$ cat config.mk
export PLATFORM = sky130hd
export DESIGN_NAME = pid_positional_velocity_top_flat
export DESIGN_NICKNAME = d
export VERILOG_FILES = /design/src/hw/rtl/pidpv_pkg.sv /design/src/hw/rtl/pidpv_if.sv /design/src/hw/rtl/pidpv_mul.sv /design/src/hw/rtl/pidpv_div.sv /design/src/hw/rtl/pid_positional_velocity_top.sv /design/src/flat_wrapper.sv
export SDC_FILE = /design/constraint.sdc
export NUM_CORES = 2
export LEC_CHECK = 0
export BUFFER_PORTS_ARGS = -buffer_cell sky130_fd_sc_hd__buf_2
export CAP_MARGIN = 20
export CORE_UTILIZATION = 46
export DETAILED_ROUTE_END_ITERATION = 8
export SLEW_MARGIN = 10
export SYNTH_ARGS = -nofsm -noshare
export SYNTH_HDL_FRONTEND = slang
export SYNTH_SLANG_ARGS = --single-unit
$ cat constraint.sdc
create_clock -name clk -period 18.6 [get_ports clk]
set_input_delay 2.79 -clock clk [delete_from_list [all_inputs] [get_ports clk]]
set_output_delay 2.79 -clock clk [all_outputs]
set_load 0.005 [all_outputs]
$ cat src/hw/rtl/pidpv_pkg.sv
package pidpv_pkg;

  // Width of every word on the data channels and of the configuration data.
  localparam int WORD_W = 32;
  // Width of the configuration register index.
  localparam int IDX_W = 4;
  // Magnitude bits taken from the multiplier operand; every operand stays below 2^35.
  localparam int MUL_B_W = 36;
  // Magnitude bits kept from the multiplicand; every multiplicand stays within 2^60.
  localparam int MUL_A_W = 62;
  // Product and quotient magnitude limit is 2^60.
  localparam int TERM_LIM_BIT = 60;

  typedef enum logic [IDX_W-1:0] {
    REG_PROP_GAIN   = 4'd0,
    REG_INTEG_GAIN  = 4'd1,
    REG_DERIV_GAIN  = 4'd2,
    REG_SETPOINT    = 4'd3,
    REG_TICK_PERIOD = 4'd4,
    REG_DRIVE_MIN   = 4'd5,
    REG_DRIVE_MAX   = 4'd6,
    REG_FLAGS       = 4'd7
  } cfg_reg_t;

  typedef enum logic [3:0] {
    S_IDLE,
    S_MUL_P,
    S_MUL_I1,
    S_MUL_I2,
    S_MUL_D,
    S_DIV_D,
    S_SUM,
    S_DIV_AW,
    S_DONE
  } state_t;

  // Request to a serial arithmetic unit.
  typedef struct packed {
    logic               start;
    logic signed [63:0] a;
    logic signed [63:0] b;
  } op_req_t;

  // Response of a serial arithmetic unit; result is valid while done is high.
  typedef struct packed {
    logic               done;
    logic signed [63:0] result;
  } op_rsp_t;

endpackage

$ cat src/hw/rtl/pidpv_if.sv
interface pidpv_meas_if;
  logic                                    valid;
  logic                                    ready;
  logic signed [pidpv_pkg::WORD_W-1:0]     measurement;
  modport source (output valid, output measurement, input ready);
  modport sink (input valid, input measurement, output ready);
endinterface

interface pidpv_drive_if;
  logic                                    valid;
  logic                                    ready;
  logic signed [pidpv_pkg::WORD_W-1:0]     drive;
  modport source (output valid, output drive, input ready);
  modport sink (input valid, input drive, output ready);
endinterface

interface pidpv_cfg_if;
  logic                                    valid;
  logic                                    ready;
  logic [pidpv_pkg::IDX_W-1:0]             index;
  logic [pidpv_pkg::WORD_W-1:0]            data;
  modport source (output valid, output index, output data, input ready);
  modport sink (input valid, input index, input data, output ready);
endinterface

$ cat src/hw/rtl/pidpv_mul.sv
module pidpv_mul #(
  parameter int FRAC_BITS = 16
) (
  input  logic              clk,
  input  logic              rst,
  input  pidpv_pkg::op_req_t req,
  output pidpv_pkg::op_rsp_t rsp
);

  localparam int AW = pidpv_pkg::MUL_A_W;
  localparam int BW = pidpv_pkg::MUL_B_W;
  localparam int PW = AW + BW;
  localparam int CW = $clog2(BW);
  localparam logic [PW-1:0] LIM = PW'(1) << pidpv_pkg::TERM_LIM_BIT;

  logic          busy;
  logic          done;
  logic [CW-1:0] cnt;
  logic          neg;
  logic [AW-1:0] ma;
  logic [PW-1:0] prod;
  logic [63:0]   abs_a;
  logic [63:0]   abs_b;
  logic [AW:0]   sum;
  logic [PW-1:0] shifted;
  logic [63:0]   mag;

  assign abs_a = req.a[63] ? 64'(-req.a) : 64'(req.a);
  assign abs_b = req.b[63] ? 64'(-req.b) : 64'(req.b);

  // Shift-add: one multiplier bit per cycle, partial product in the upper AW bits.
  assign sum = {1'b0, prod[PW-1:BW]} + (prod[0] ? {1'b0, ma} : '0);

  always_ff @(posedge clk) begin
    if (rst) begin
      busy <= 1'b0;
      done <= 1'b0;
    end else begin
      done <= 1'b0;
      if (req.start) begin
        busy <= 1'b1;
        cnt  <= '0;
        neg  <= req.a[63] ^ req.b[63];
        ma   <= abs_a[AW-1:0];
        prod <= {{AW{1'b0}}, abs_b[BW-1:0]};
      end else if (busy) begin
        prod <= {sum, prod[BW-1:1]};
        cnt  <= cnt + 1'b1;
        if (cnt == CW'(BW - 1)) begin
          busy <= 1'b0;
          done <= 1'b1;
        end
      end
    end
  end

  assign shifted = prod >> FRAC_BITS;
  assign mag = (shifted > LIM) ? 64'(LIM) : 64'(shifted);

  assign rsp.done   = done;
  assign rsp.result = neg ? -$signed(mag) : $signed(mag);

endmodule

$ cat src/hw/rtl/pidpv_div.sv
module pidpv_div #(
  parameter int FRAC_BITS = 16
) (
  input  logic              clk,
  input  logic              rst,
  input  pidpv_pkg::op_req_t req,
  output pidpv_pkg::op_rsp_t rsp
);

  localparam int DW = 64 + FRAC_BITS;
  localparam int CW = $clog2(DW);
  localparam logic [DW-1:0] LIM = DW'(1) << pidpv_pkg::TERM_LIM_BIT;

  logic          busy;
  logic          done;
  logic [CW-1:0] cnt;
  logic          neg;
  logic [DW-1:0] quo;
  logic [32:0]   rem;
  logic [31:0]   dv;
  logic [63:0]   abs_a;
  logic [63:0]   abs_b;
  logic [33:0]   trial;
  logic          fits;
  logic [63:0]   mag;

  assign abs_a = req.a[63] ? 64'(-req.a) : 64'(req.a);
  assign abs_b = req.b[63] ? 64'(-req.b) : 64'(req.b);

  // Restoring division, one quotient bit per cycle; dividend bits shift out of quo.
  assign trial = {rem, quo[DW-1]};
  assign fits  = trial >= {2'b00, dv};

  always_ff @(posedge clk) begin
    if (rst) begin
      busy <= 1'b0;
      done <= 1'b0;
    end else begin
      done <= 1'b0;
      if (req.start) begin
        busy <= 1'b1;
        cnt  <= '0;
        neg  <= req.a[63] ^ req.b[63];
        quo  <= {abs_a, {FRAC_BITS{1'b0}}};
        rem  <= '0;
        dv   <= abs_b[31:0];
      end else if (busy) begin
        rem  <= fits ? 33'(trial - {2'b00, dv}) : trial[32:0];
        quo  <= {quo[DW-2:0], fits};
        cnt  <= cnt + 1'b1;
        if (cnt == CW'(DW - 1)) begin
          busy <= 1'b0;
          done <= 1'b1;
        end
      end
    end
  end

  assign mag = (quo > LIM) ? 64'(LIM) : 64'(quo);

  assign rsp.done   = done;
  assign rsp.result = neg ? -$signed(mag) : $signed(mag);

endmodule

$ cat src/hw/rtl/pid_positional_velocity_top.sv
// PID controller in positional or velocity form on signed fixed-point words with
// FRAC_BITS fraction bits. Each measurement word taken on meas yields one drive word
// on drv, clamped to the configured limits. The arithmetic runs on one bit-serial
// multiplier and one bit-serial restoring divider, used in turn by a sequencer, so
// one word takes four products and one quotient, and one more quotient when
// positional anti-windup is active with a nonzero integral gain. A new measurement
// is taken once the previous drive word sits in the output register, while that
// word still waits to be taken.
// Configuration writes are always accepted and must be issued while the block is
// idle; a write to the flags register clears the controller history.
module pid_positional_velocity_top #(
  parameter int FRAC_BITS = 16
) (
  input logic                clk,
  input logic                rst,
  pidpv_meas_if.sink         meas,
  pidpv_drive_if.source      drv,
  pidpv_cfg_if.sink          cfg
);

  localparam logic signed [63:0] INTEG_MAX = 64'sd140737488355327;
  localparam logic signed [63:0] INTEG_MIN = -64'sd140737488355328;

  pidpv_pkg::state_t state;
  pidpv_pkg::state_t state_next;

  // Configuration registers.
  logic signed [31:0] prop_gain;
  logic signed [31:0] integ_gain;
  logic signed [31:0] deriv_gain;
  logic signed [31:0] setpoint;
  logic        [31:0] tick_period;
  logic signed [31:0] drive_min;
  logic signed [31:0] drive_max;
  logic        [2:0]  control_flags;

  // Controller history.
  logic signed [47:0] error_integral;
  logic signed [32:0] last_error;
  logic signed [32:0] older_error;
  logic signed [31:0] last_measure;
  logic signed [31:0] older_measure;
  logic signed [31:0] last_drive;

  // Working registers of the current word.
  logic signed [31:0] meas_q;
  logic signed [32:0] err;
  logic signed [63:0] p_term;
  logic signed [63:0] i_term;
  logic signed [63:0] d_term;
  logic signed [63:0] tmp;
  logic signed [63:0] pre;
  logic signed [31:0] drive_q;
  logic               launched;
  logic               out_valid;
  logic signed [31:0] out_word;

  pidpv_pkg::op_req_t mul_req;
  pidpv_pkg::op_rsp_t mul_rsp;
  pidpv_pkg::op_req_t div_req;
  pidpv_pkg::op_rsp_t div_rsp;

  logic               velocity;
  logic               anti_windup;
  logic               on_meas;
  logic               in_take;
  logic               out_free;
  logic signed [32:0] err_in;
  logic signed [63:0] diff;
  logic signed [63:0] sum_all;
  logic               op_done;

  assign velocity    = control_flags[0];
  assign anti_windup = control_flags[1];
  assign on_meas     = control_flags[2];

  assign meas.ready = (state == pidpv_pkg::S_IDLE);
  assign in_take    = meas.valid && meas.ready;
  assign cfg.ready  = 1'b1;
  assign out_free   = !out_valid || drv.ready;

  assign drv.valid = out_valid;
  assign drv.drive = out_word;

  assign err_in = 33'(setpoint) - 33'(meas.measurement);

  pidpv_mul #(.FRAC_BITS(FRAC_BITS)) u_mul (
    .clk (clk),
    .rst (rst),
    .req (mul_req),
    .rsp (mul_rsp)
  );

  pidpv_div #(.FRAC_BITS(FRAC_BITS)) u_div (
    .clk (clk),
    .rst (rst),
    .req (div_req),
    .rsp (div_rsp)
  );

  function automatic logic signed [63:0] sat48(input logic signed [63:0] v);
    if (v > INTEG_MAX) begin
      return INTEG_MAX;
    end
    if (v < INTEG_MIN) begin
      return INTEG_MIN;
    end
    return v;
  endfunction

  // Crossed limits: values above the upper limit give it, all others the lower limit.
  function automatic logic signed [31:0] clamp_drive(input logic signed [63:0] v,
                                                     input logic signed [31:0] lo,
                                                     input logic signed [31:0] hi);
    if (v > 64'(hi)) begin
      return hi;
    end
    if (v < 64'(lo)) begin
      return lo;
    end
    return v[31:0];
  endfunction

  // Derivative input: first difference in positional form, second difference in
  // velocity form, taken on the error or on the negated measurement.
  always_comb begin
    if (velocity) begin
      if (on_meas) begin
        diff = 64'(last_measure) + 64'(last_measure) - 64'(meas_q) - 64'(older_measure);
      end else begin
        diff = 64'(err) - 64'(last_error) - 64'(last_error) + 64'(older_error);
      end
    end else begin
      if (on_meas) begin
        diff = 64'(last_measure) - 64'(meas_q);
      end else begin
        diff = 64'(err) - 64'(last_error);
      end
    end
  end

  assign sum_all = p_term + i_term + d_term + (velocity ? 64'(last_drive) : 64'sd0);

  // Next state.
  always_comb begin
    state_next = state;
    case (state)
      pidpv_pkg::S_IDLE: begin
        if (in_take) begin
          state_next = pidpv_pkg::S_MUL_P;
        end
      end
      pidpv_pkg::S_MUL_P: begin
        if (mul_rsp.done) begin
          state_next = pidpv_pkg::S_MUL_I1;
        end
      end
      pidpv_pkg::S_MUL_I1: begin
        if (mul_rsp.done) begin
          state_next = pidpv_pkg::S_MUL_I2;
        end
      end
      pidpv_pkg::S_MUL_I2: begin
        if (mul_rsp.done) begin
          state_next = pidpv_pkg::S_MUL_D;
        end
      end
      pidpv_pkg::S_MUL_D: begin
        if (mul_rsp.done) begin
          state_next = pidpv_pkg::S_DIV_D;
        end
      end
      pidpv_pkg::S_DIV_D: begin
        if (div_rsp.done) begin
          state_next = pidpv_pkg::S_SUM;
        end
      end
      pidpv_pkg::S_SUM: begin
        if (!velocity && anti_windup && integ_gain != 32'sd0) begin
          state_next = pidpv_pkg::S_DIV_AW;
        end else begin
          state_next = pidpv_pkg::S_DONE;
        end
      end
      pidpv_pkg::S_DIV_AW: begin
        if (div_rsp.done) begin
          state_next = pidpv_pkg::S_DONE;
        end
      end
      pidpv_pkg::S_DONE: begin
        if (out_free) begin
          state_next = pidpv_pkg::S_IDLE;
        end
      end
      default: state_next = pidpv_pkg::S_IDLE;
    endcase
  end

  // Operand selection and unit start pulses.
  always_comb begin
    mul_req       = '0;
    div_req       = '0;
    case (state)
      pidpv_pkg::S_MUL_P: begin
        mul_req.a = 64'(prop_gain);
        mul_req.b = velocity ? 64'(err) - 64'(last_error) : 64'(err);
        mul_req.start = !launched;
      end
      pidpv_pkg::S_MUL_I1: begin
        mul_req.a = velocity ? 64'(integ_gain) : 64'(err);
        mul_req.b = velocity ? 64'(err) : $signed({32'd0, tick_period});
        mul_req.start = !launched;
      end
      pidpv_pkg::S_MUL_I2: begin
        mul_req.a = velocity ? tmp : 64'(error_integral);
        mul_req.b = velocity ? $signed({32'd0, tick_period}) : 64'(integ_gain);
        mul_req.start = !launched;
      end
      pidpv_pkg::S_MUL_D: begin
        mul_req.a = 64'(deriv_gain);
        mul_req.b = diff;
        mul_req.start = !launched;
      end
      pidpv_pkg::S_DIV_D: begin
        div_req.a = tmp;
        div_req.b = $signed({32'd0, tick_period});
        div_req.start = !launched;
      end
      pidpv_pkg::S_DIV_AW: begin
        div_req.a = 64'(drive_q) - pre;
        div_req.b = 64'(integ_gain);
        div_req.start = !launched;
      end
      default: begin
        mul_req = '0;
        div_req = '0;
      end
    endcase
  end

  assign op_done = mul_rsp.done || div_rsp.done;

  always_ff @(posedge clk) begin
    if (rst) begin
      state          <= pidpv_pkg::S_IDLE;
      launched       <= 1'b0;
      out_valid      <= 1'b0;
      prop_gain      <= '0;
      integ_gain     <= '0;
      deriv_gain     <= '0;
      setpoint       <= '0;
      tick_period    <= 32'(1) << FRAC_BITS;
      drive_min      <= 32'sh8000_0000;
      drive_max      <= 32'sh7FFF_FFFF;
      control_flags  <= '0;
      error_integral <= '0;
      last_error     <= '0;
      older_error    <= '0;
      last_measure   <= '0;
      older_measure  <= '0;
      last_drive     <= '0;
    end else begin
      state <= state_next;

      if (mul_req.start || div_req.start) begin
        launched <= 1'b1;
      end else if (op_done) begin
        launched <= 1'b0;
      end

      if (cfg.valid) begin
        case (pidpv_pkg::cfg_reg_t'(cfg.index))
          pidpv_pkg::REG_PROP_GAIN:  prop_gain  <= cfg.data;
          pidpv_pkg::REG_INTEG_GAIN: integ_gain <= cfg.data;
          pidpv_pkg::REG_DERIV_GAIN: deriv_gain <= cfg.data;
          pidpv_pkg::REG_SETPOINT:   setpoint   <= cfg.data;
          pidpv_pkg::REG_TICK_PERIOD: begin
            // A zero period is ignored.
            if (cfg.data != '0) begin
              tick_period <= cfg.data;
            end
          end
          pidpv_pkg::REG_DRIVE_MIN:  drive_min  <= cfg.data;
          pidpv_pkg::REG_DRIVE_MAX:  drive_max  <= cfg.data;
          pidpv_pkg::REG_FLAGS: begin
            control_flags  <= cfg.data[2:0];
            error_integral <= '0;
            last_error     <= '0;
            older_error    <= '0;
            last_measure   <= '0;
            older_measure  <= '0;
            last_drive     <= '0;
          end
          default: begin
          end
        endcase
      end

      if (in_take) begin
        meas_q <= meas.measurement;
        err    <= err_in;
      end

      case (state)
        pidpv_pkg::S_MUL_P: begin
          if (mul_rsp.done) begin
            p_term <= mul_rsp.result;
          end
        end
        pidpv_pkg::S_MUL_I1: begin
          if (mul_rsp.done) begin
            if (velocity) begin
              tmp <= mul_rsp.result;
            end else begin
              error_integral <= 48'(sat48(64'(error_integral) + mul_rsp.result));
            end
          end
        end
        pidpv_pkg::S_MUL_I2: begin
          if (mul_rsp.done) begin
            i_term <= mul_rsp.result;
          end
        end
        pidpv_pkg::S_MUL_D: begin
          if (mul_rsp.done) begin
            tmp <= mul_rsp.result;
          end
        end
        pidpv_pkg::S_DIV_D: begin
          if (div_rsp.done) begin
            d_term <= div_rsp.result;
          end
        end
        pidpv_pkg::S_SUM: begin
          pre     <= sum_all;
          drive_q <= clamp_drive(sum_all, drive_min, drive_max);
        end
        pidpv_pkg::S_DIV_AW: begin
          if (div_rsp.done) begin
            error_integral <= 48'(sat48(64'(error_integral) + div_rsp.result));
          end
        end
        pidpv_pkg::S_DONE: begin
          if (out_free) begin
            older_error   <= last_error;
            last_error    <= err;
            older_measure <= last_measure;
            last_measure  <= meas_q;
            last_drive    <= drive_q;
            out_word      <= drive_q;
          end
        end
        default: begin
        end
      endcase

      // The output register fills when a word completes and empties when taken.
      if (state == pidpv_pkg::S_DONE && out_free) begin
        out_valid <= 1'b1;
      end else if (drv.ready) begin
        out_valid <= 1'b0;
      end
    end
  end

endmodule
$ cat src/flat_wrapper.sv
// flat-port wrapper written by rule: the top's interface ports become plain ports
module pid_positional_velocity_top_flat 
#(
  parameter int FRAC_BITS = 16
)
  (clk, rst, meas_valid, meas_measurement, meas_ready, drv_valid, drv_drive, drv_ready, cfg_valid, cfg_index, cfg_data, cfg_ready);
  pidpv_meas_if meas_i ();
  pidpv_drive_if drv_i ();
  pidpv_cfg_if cfg_i ();
  input logic clk;
  input logic rst;
  input wire logic [$bits(meas_i.valid)-1:0] meas_valid;
  input wire logic [$bits(meas_i.measurement)-1:0] meas_measurement;
  output wire logic [$bits(meas_i.ready)-1:0] meas_ready;
  output wire logic [$bits(drv_i.valid)-1:0] drv_valid;
  output wire logic [$bits(drv_i.drive)-1:0] drv_drive;
  input wire logic [$bits(drv_i.ready)-1:0] drv_ready;
  input wire logic [$bits(cfg_i.valid)-1:0] cfg_valid;
  input wire logic [$bits(cfg_i.index)-1:0] cfg_index;
  input wire logic [$bits(cfg_i.data)-1:0] cfg_data;
  output wire logic [$bits(cfg_i.ready)-1:0] cfg_ready;
  assign meas_i.valid = meas_valid;
  assign meas_i.measurement = meas_measurement;
  assign meas_ready = meas_i.ready;
  assign drv_valid = drv_i.valid;
  assign drv_drive = drv_i.drive;
  assign drv_i.ready = drv_ready;
  assign cfg_i.valid = cfg_valid;
  assign cfg_i.index = cfg_index;
  assign cfg_i.data = cfg_data;
  assign cfg_ready = cfg_i.ready;
  pid_positional_velocity_top #(.FRAC_BITS(FRAC_BITS)) u_core (.clk(clk), .rst(rst), .meas(meas_i), .drv(drv_i), .cfg(cfg_i));
endmodule
; ---- Word level (Yosys, flattened, before mapping)
; Cells that the tools add are included.
[op_classes]
addsub = 24
n_lt_le_gt_ge = 9
n_eq_ne = 26
muxes = 119
bitwise_logic = 5
n_reduce_logical = 41
[op_table]
columns = op, n
row1 = 64-bit 2-to-1 mux, 17
row2 = 48-bit 2-to-1 mux, 13
row3 = 32-bit 2-to-1 mux, 17
row4 = 129-bit case mux with 4 select lines, 1
row5 = 33-bit 2-to-1 mux, 10
row6 = 129-bit case mux with 2 select lines, 1
row7 = 64-bit adder, 3
row8 = 64-bit negation, 3
row9 = 80-bit 2-to-1 mux, 2
row10 = 48-bit by 64-bit adder with 64-bit output, 2
row11 = 64-bit by 48-bit greater-than comparator with 1-bit output (second input constant), 2
row12 = 64-bit by 48-bit < comparator with 1-bit output (second input constant), 2
row13 = 64-bit case mux with 2 select lines, 1
row14 = 62-bit 2-to-1 mux, 2
row15 = 98-bit 2-to-1 mux, 1
row16 = 48-bit case mux with 2 select lines, 1
row17 = 82-bit by 61-bit greater-than comparator with 1-bit output (second input constant), 1
row18 = 80-bit by 61-bit greater-than comparator with 1-bit output (second input constant), 1
row19 = 36-bit 2-to-1 mux, 2
row20 = 32-bit by 32-bit subtractor with 33-bit output, 2
row21 = 64-bit by 33-bit adder with 64-bit output, 1
row22 = 64-bit by 32-bit greater-than comparator with 1-bit output, 1
row23 = 64-bit by 32-bit < comparator with 1-bit output, 1
row24 = 32-bit nonzero test, 2
row25 = 39 further kinds, 135
[word_totals]
register_bits = 1216
inputBits = 73
out_inout_bits = 35
elab_cells = 265

; ---- Logic depth before layout (Yosys ltp)
[logic_depth]
ltp_word = 21
mapped_depth = 42
depth_no_buf = 36

; ---- Modules after synthesis
; A second synthesis with hierarchy kept.
[hier_totals]
hier_cells = 10632
area_unflattened_um2 = 93394.6
[by_module_without_submodules]
columns = module, instances, cells_per_inst, area_each_um2, seq_area_each_um2
row1 = pid_positional_velocity_top, 1, 7671, 67513.5, 22351.4
row2 = pidpv_mul, 1, 1598, 14052.2, 5054.8
row3 = pidpv_div, 1, 1363, 11828.8, 4634.4

; ---- Worst setup path after synthesis
; No wires, ideal clock.
[synth_timing]
kind = input port to flip-flop
startpoint = input rst
endpoint = register u_core.drive_q[0] (enable)
setup_time_ps = 786
t_arrival_ps = 12238
required_ps = 17814
setup_slack_ps = 5576
cell_stages = 3
path_buffers = 2
cell_sequence = clkbuf_1 clkbuf_1 nor4_1
[synth_between]
elab_chain_cells = 2
[synth_rtl]
columns = element, line
row1 = "start, declared", flat_wrapper.sv:11  ; input logic rst;
row2 = 1-bit NOT (no line), n/a
row3 = 2-bit AND reduction (no line), n/a
row4 = "end signal, assigned", pid_positional_velocity_top.sv:336  ; drive_q <= clamp_drive(sum_all, drive_min, drive_max);
row5 = "end, declared", pid_positional_velocity_top.sv:53  ; logic signed [31:0] drive_q;
; Every way passes these cells.
; A chain may end at the register's enable or synchronous reset.

==> impl_metrics.json <==
{
  "skew_ns": 0.0390,
  "grt_pass1_vias": 79300,
  "synth.area.top_cells": "edfxtp_1 25%, dfxtp_1 9.6%, ha_1 9.6%",
  "avgSynthCellArea_sq_um": 8.80,
  "seq_area_frac_synth": 0.345,
  "ant_nets": 0,
  "syn_nets": 11500,
  "cts_buffer_depth": 3,
  "grt-ovfl-total": 0,
  "path_max_fanout": 47,
  "slew_headroom": 0.207,
  "place.gp.congestion": 0.977,
  "finalMaxSlewViolations": 0,
  "pin_count": 108,
  "dp_hpwl_um": 278000,
  "cts-htree-levels": 4,
  "rsz0062_at_grt": "false",
  "power.density_nw_per_um2": 81.3,
  "postCtsSetupRepairBufs": 0,
  "synth_largest_area_cell": "edfxtp_1",
  "power.share.clock": 0.382,
  "avgRoutedWirePerCell_um": 27.0,
  "grt_start_max_net_pins": 131,
  "ys_types": 118,
  "pwr-share-seq": 0.387,
  "instances_no_fill": 13200,
  "timing.final.hold_violations": 0,
  "fmax_mhz": 87.7,
  "syn_inst": 10500,
  "synth-edff-count": 769,
  "viasPerCell": 6.26,
  "clk_latency_ns": 0.83,
  "grt_usage": 0.341,
  "startpoint_type": "flop",
  "numPlacedInstances": 12900,
  "io_buffers": 106,
  "worst_slew_pin_slew_ns": 1.18,
  "worst_ep_required_time_ns": 19.34,
  "ir_worst_vdd_mv": 0.104,
  "drc": 6,
  "finalNetCount": 11300,
  "synth_top_cell_area_share": 0.249,
  "switchingPower_mw": 2.66,
  "yosys_register_bits": 1216,
  "finalSetupViolCount": 0,
  "cts_buffers": 151,
  "finalCriticalPeriod_ns": 11.41,
  "hp-class": "reg -> reg",
  "p_int_mw": 5.56,
  "root_buffer": "clkbuf_16",
  "drive_gt1_frac": 0.0649,
  "grt_antenna_before_repair": 25,
  "arrival_ns": 12.15,
  "fp.dieW_um": 451,
  "crit_type": "reg -> reg",
  "die_h_um": 451,
  "violations": "DRC",
  "ys_warn_count": 0,
  "syn_to_final_growth_pct": 9.03,
  "drt_iter0_markers": 8121,
  "netlist_top_cells_count": "1,084 x nand2_1, 966 x a21oi_1, 921 x nor2_1",
  "postPlaceCellArea_sq_um": 95900,
  "ctsHoldBuffers": 0,
  "outcome": "finished, violations left",
  "setup-tns-final_ns": 0,
  "vias": 82700,
  "fin_area_sq_um": 101000,
  "max_cap_viol_count": 0,
  "swShare": 0.324,
  "path_clk_slew_ns": 0.06,
  "power.leakage_nw": 39.9,
  "clock_sinks": 1216,
  "num_rows": 164,
  "start_util": 0.464,
  "cts_tree": "built",
  "slowest_delay_ns": 0.76,
  "totalWireLength_um": 357000,
  "core_area_sq_um": 200000,
  "period_share": 0.613,
  "grt_first_pass_wirelength_um": 521000,
  "cts_resized": 0,
  "combPwrFrac": 0.231,
  "die_area_sq_um": 204000,
  "drtPass1Iterations": 9,
  "crit_path_end_kind": "flop",
  "syn-cell-area_sq_um": 92800,
  "slowest_stage": "o311ai_0",
  "ys_async_sr_fraction": 0,
  "synth_ff_type": "edfxtp_1",
  "synth.most_common_cell": "nand2_1"
}
cells in the final DEF (no fill, tap or decap), types with 219 or more instances in the layout:
| master | count |
|---|---|
| nand2_1 | 1083 |
| a21oi_1 | 965 |
| nor2_1 | 907 |
| edfxtp_1 | 769 |
| ha_1 | 713 |
| o21ai_0 | 574 |
| inv_1 | 477 |
| dfxtp_1 | 445 |
| xnor2_1 | 398 |
| a21o_1 | 338 |
| xor2_1 | 308 |
| mux2i_1 | 220 |
| a22oi_1 | 219 |
final timing paths:
| check | startpoint | end | slack, ns | depth (start not counted) |
|---|---|---|---|---|
| setup / recovery | u_core.u_div.quo[2]$_SDFFCE_PP0P_ | u_core.error_integral[1]$_SDFF_PP0_ | 7.19 | 33 |
| hold / removal | u_core.deriv_gain[21]$_SDFFE_PP0P_ | u_core.deriv_gain[21]$_SDFFE_PP0P_ | 0.46 | 2 |
| setup reg to reg | u_core.u_div.quo[2]$_SDFFCE_PP0P_ | u_core.error_integral[1]$_SDFF_PP0_ | 7.19 | 33 |
| hold reg to reg | u_core.deriv_gain[21]$_SDFFE_PP0P_ | u_core.deriv_gain[21]$_SDFFE_PP0P_ | 0.46 | 2 |
cells by family after synthesis:
| family | count (synthesis) | synth area share |
|---|---|---|
| AND/OR/NAND/NOR | 3397 | 0.175 |
| AO/OA/AOI/OAI | 3127 | 0.217 |
| flip-flops | 1216 | 0.345 |
| buffers and inverters | 994 | 0.0419 |
| adder cells (fa/ha/maj) | 851 | 0.126 |
| XOR/XNOR | 707 | 0.0668 |
| multiplexers | 250 | 0.0277 |
| other | 1 | 0.0000404 |
power groups by stage:
| stage | combinational [mW] | sequential (mW) | clock, mW |
|---|---|---|---|
| 3_5_place_dp | 1.85 | 3.23 | 0 |
| 4_1_cts | 1.86 | 3.17 | 3.18 |
| 2_1_floorplan | 1.33 | 3.20 | 0 |
| 3_3_place_gp | 1.83 | 3.23 | 0 |
| 6_report | 1.90 | 3.18 | 3.14 |
| 5_1_grt | 2.06 | 3.19 | 3.28 |
layer usage:
| metal | GRT usage | routed length, um | up-vias | share of wire |
|---|---|---|---|---|
| li1 | - | - | 38300 | - |
| met1 | 0.441 | 150000 | 40300 | 0.42 |
| met2 | 0.553 | 162000 | 3407 | 0.45 |
| met3 | 0.0578 | 26600 | 726 | 0.075 |
| met4 | 0.158 | 18600 | 10 | 0.052 |
| met5 | 0 | 66 | - | 0.00018 |
critical path: cells and delay by family (launching register included):
| kind | cells | cell delay, ns |
|---|---|---|
| fa+ha+maj | 2 | 0.57 |
| flops | 1 | 0.47 |
| compound gates | 15 | 4.84 |
| buf+inv | 4 | 1.26 |
| simple gates | 12 | 4.06 |
final cells by class:
class,count,area (sq um)
well taps,2656,3320
clock inverters,83,985
diodes,12,30.0
inverters,478,1790
repair buffers,242,1610
clock buffers,199,4250
multi-input cells,8333,57200
fillers,18800,98900
flip-flops and latches,1216,32000
per-stage QoR:
step / setup WS, ns / hold slack (ns) / power (mW) / util
after floorplan: 5.58 / 0.433 / 4.53 / -
after global placement: 7.52 / 0.442 / 5.06 / 0.479
after detailed placement: 7.35 / 0.446 / 5.08 / 0.479
after CTS: 7.31 / 0.454 / 8.22 / 0.506
after global routing: 6.74 / 0.475 / 8.53 / 0.506
final: 7.19 / 0.457 / 8.22 / 0.506
state kept, by name, summed over array words and instances (netlist names), 33 cells and up:
name and count:
u_core.u_div.quo 80, u_core.error_integral 48, u_core.pre 64, u_core.p_term 64, u_core.i_term 64, u_core.tmp 64, u_core.err 33, u_core.older_error 33
u_core.d_term 64, u_core.last_error 33, u_core.u_mul.prod 98, u_core.u_div.rem 33, u_core.u_mul.ma 62
Power figures use the tool's default switching activity.
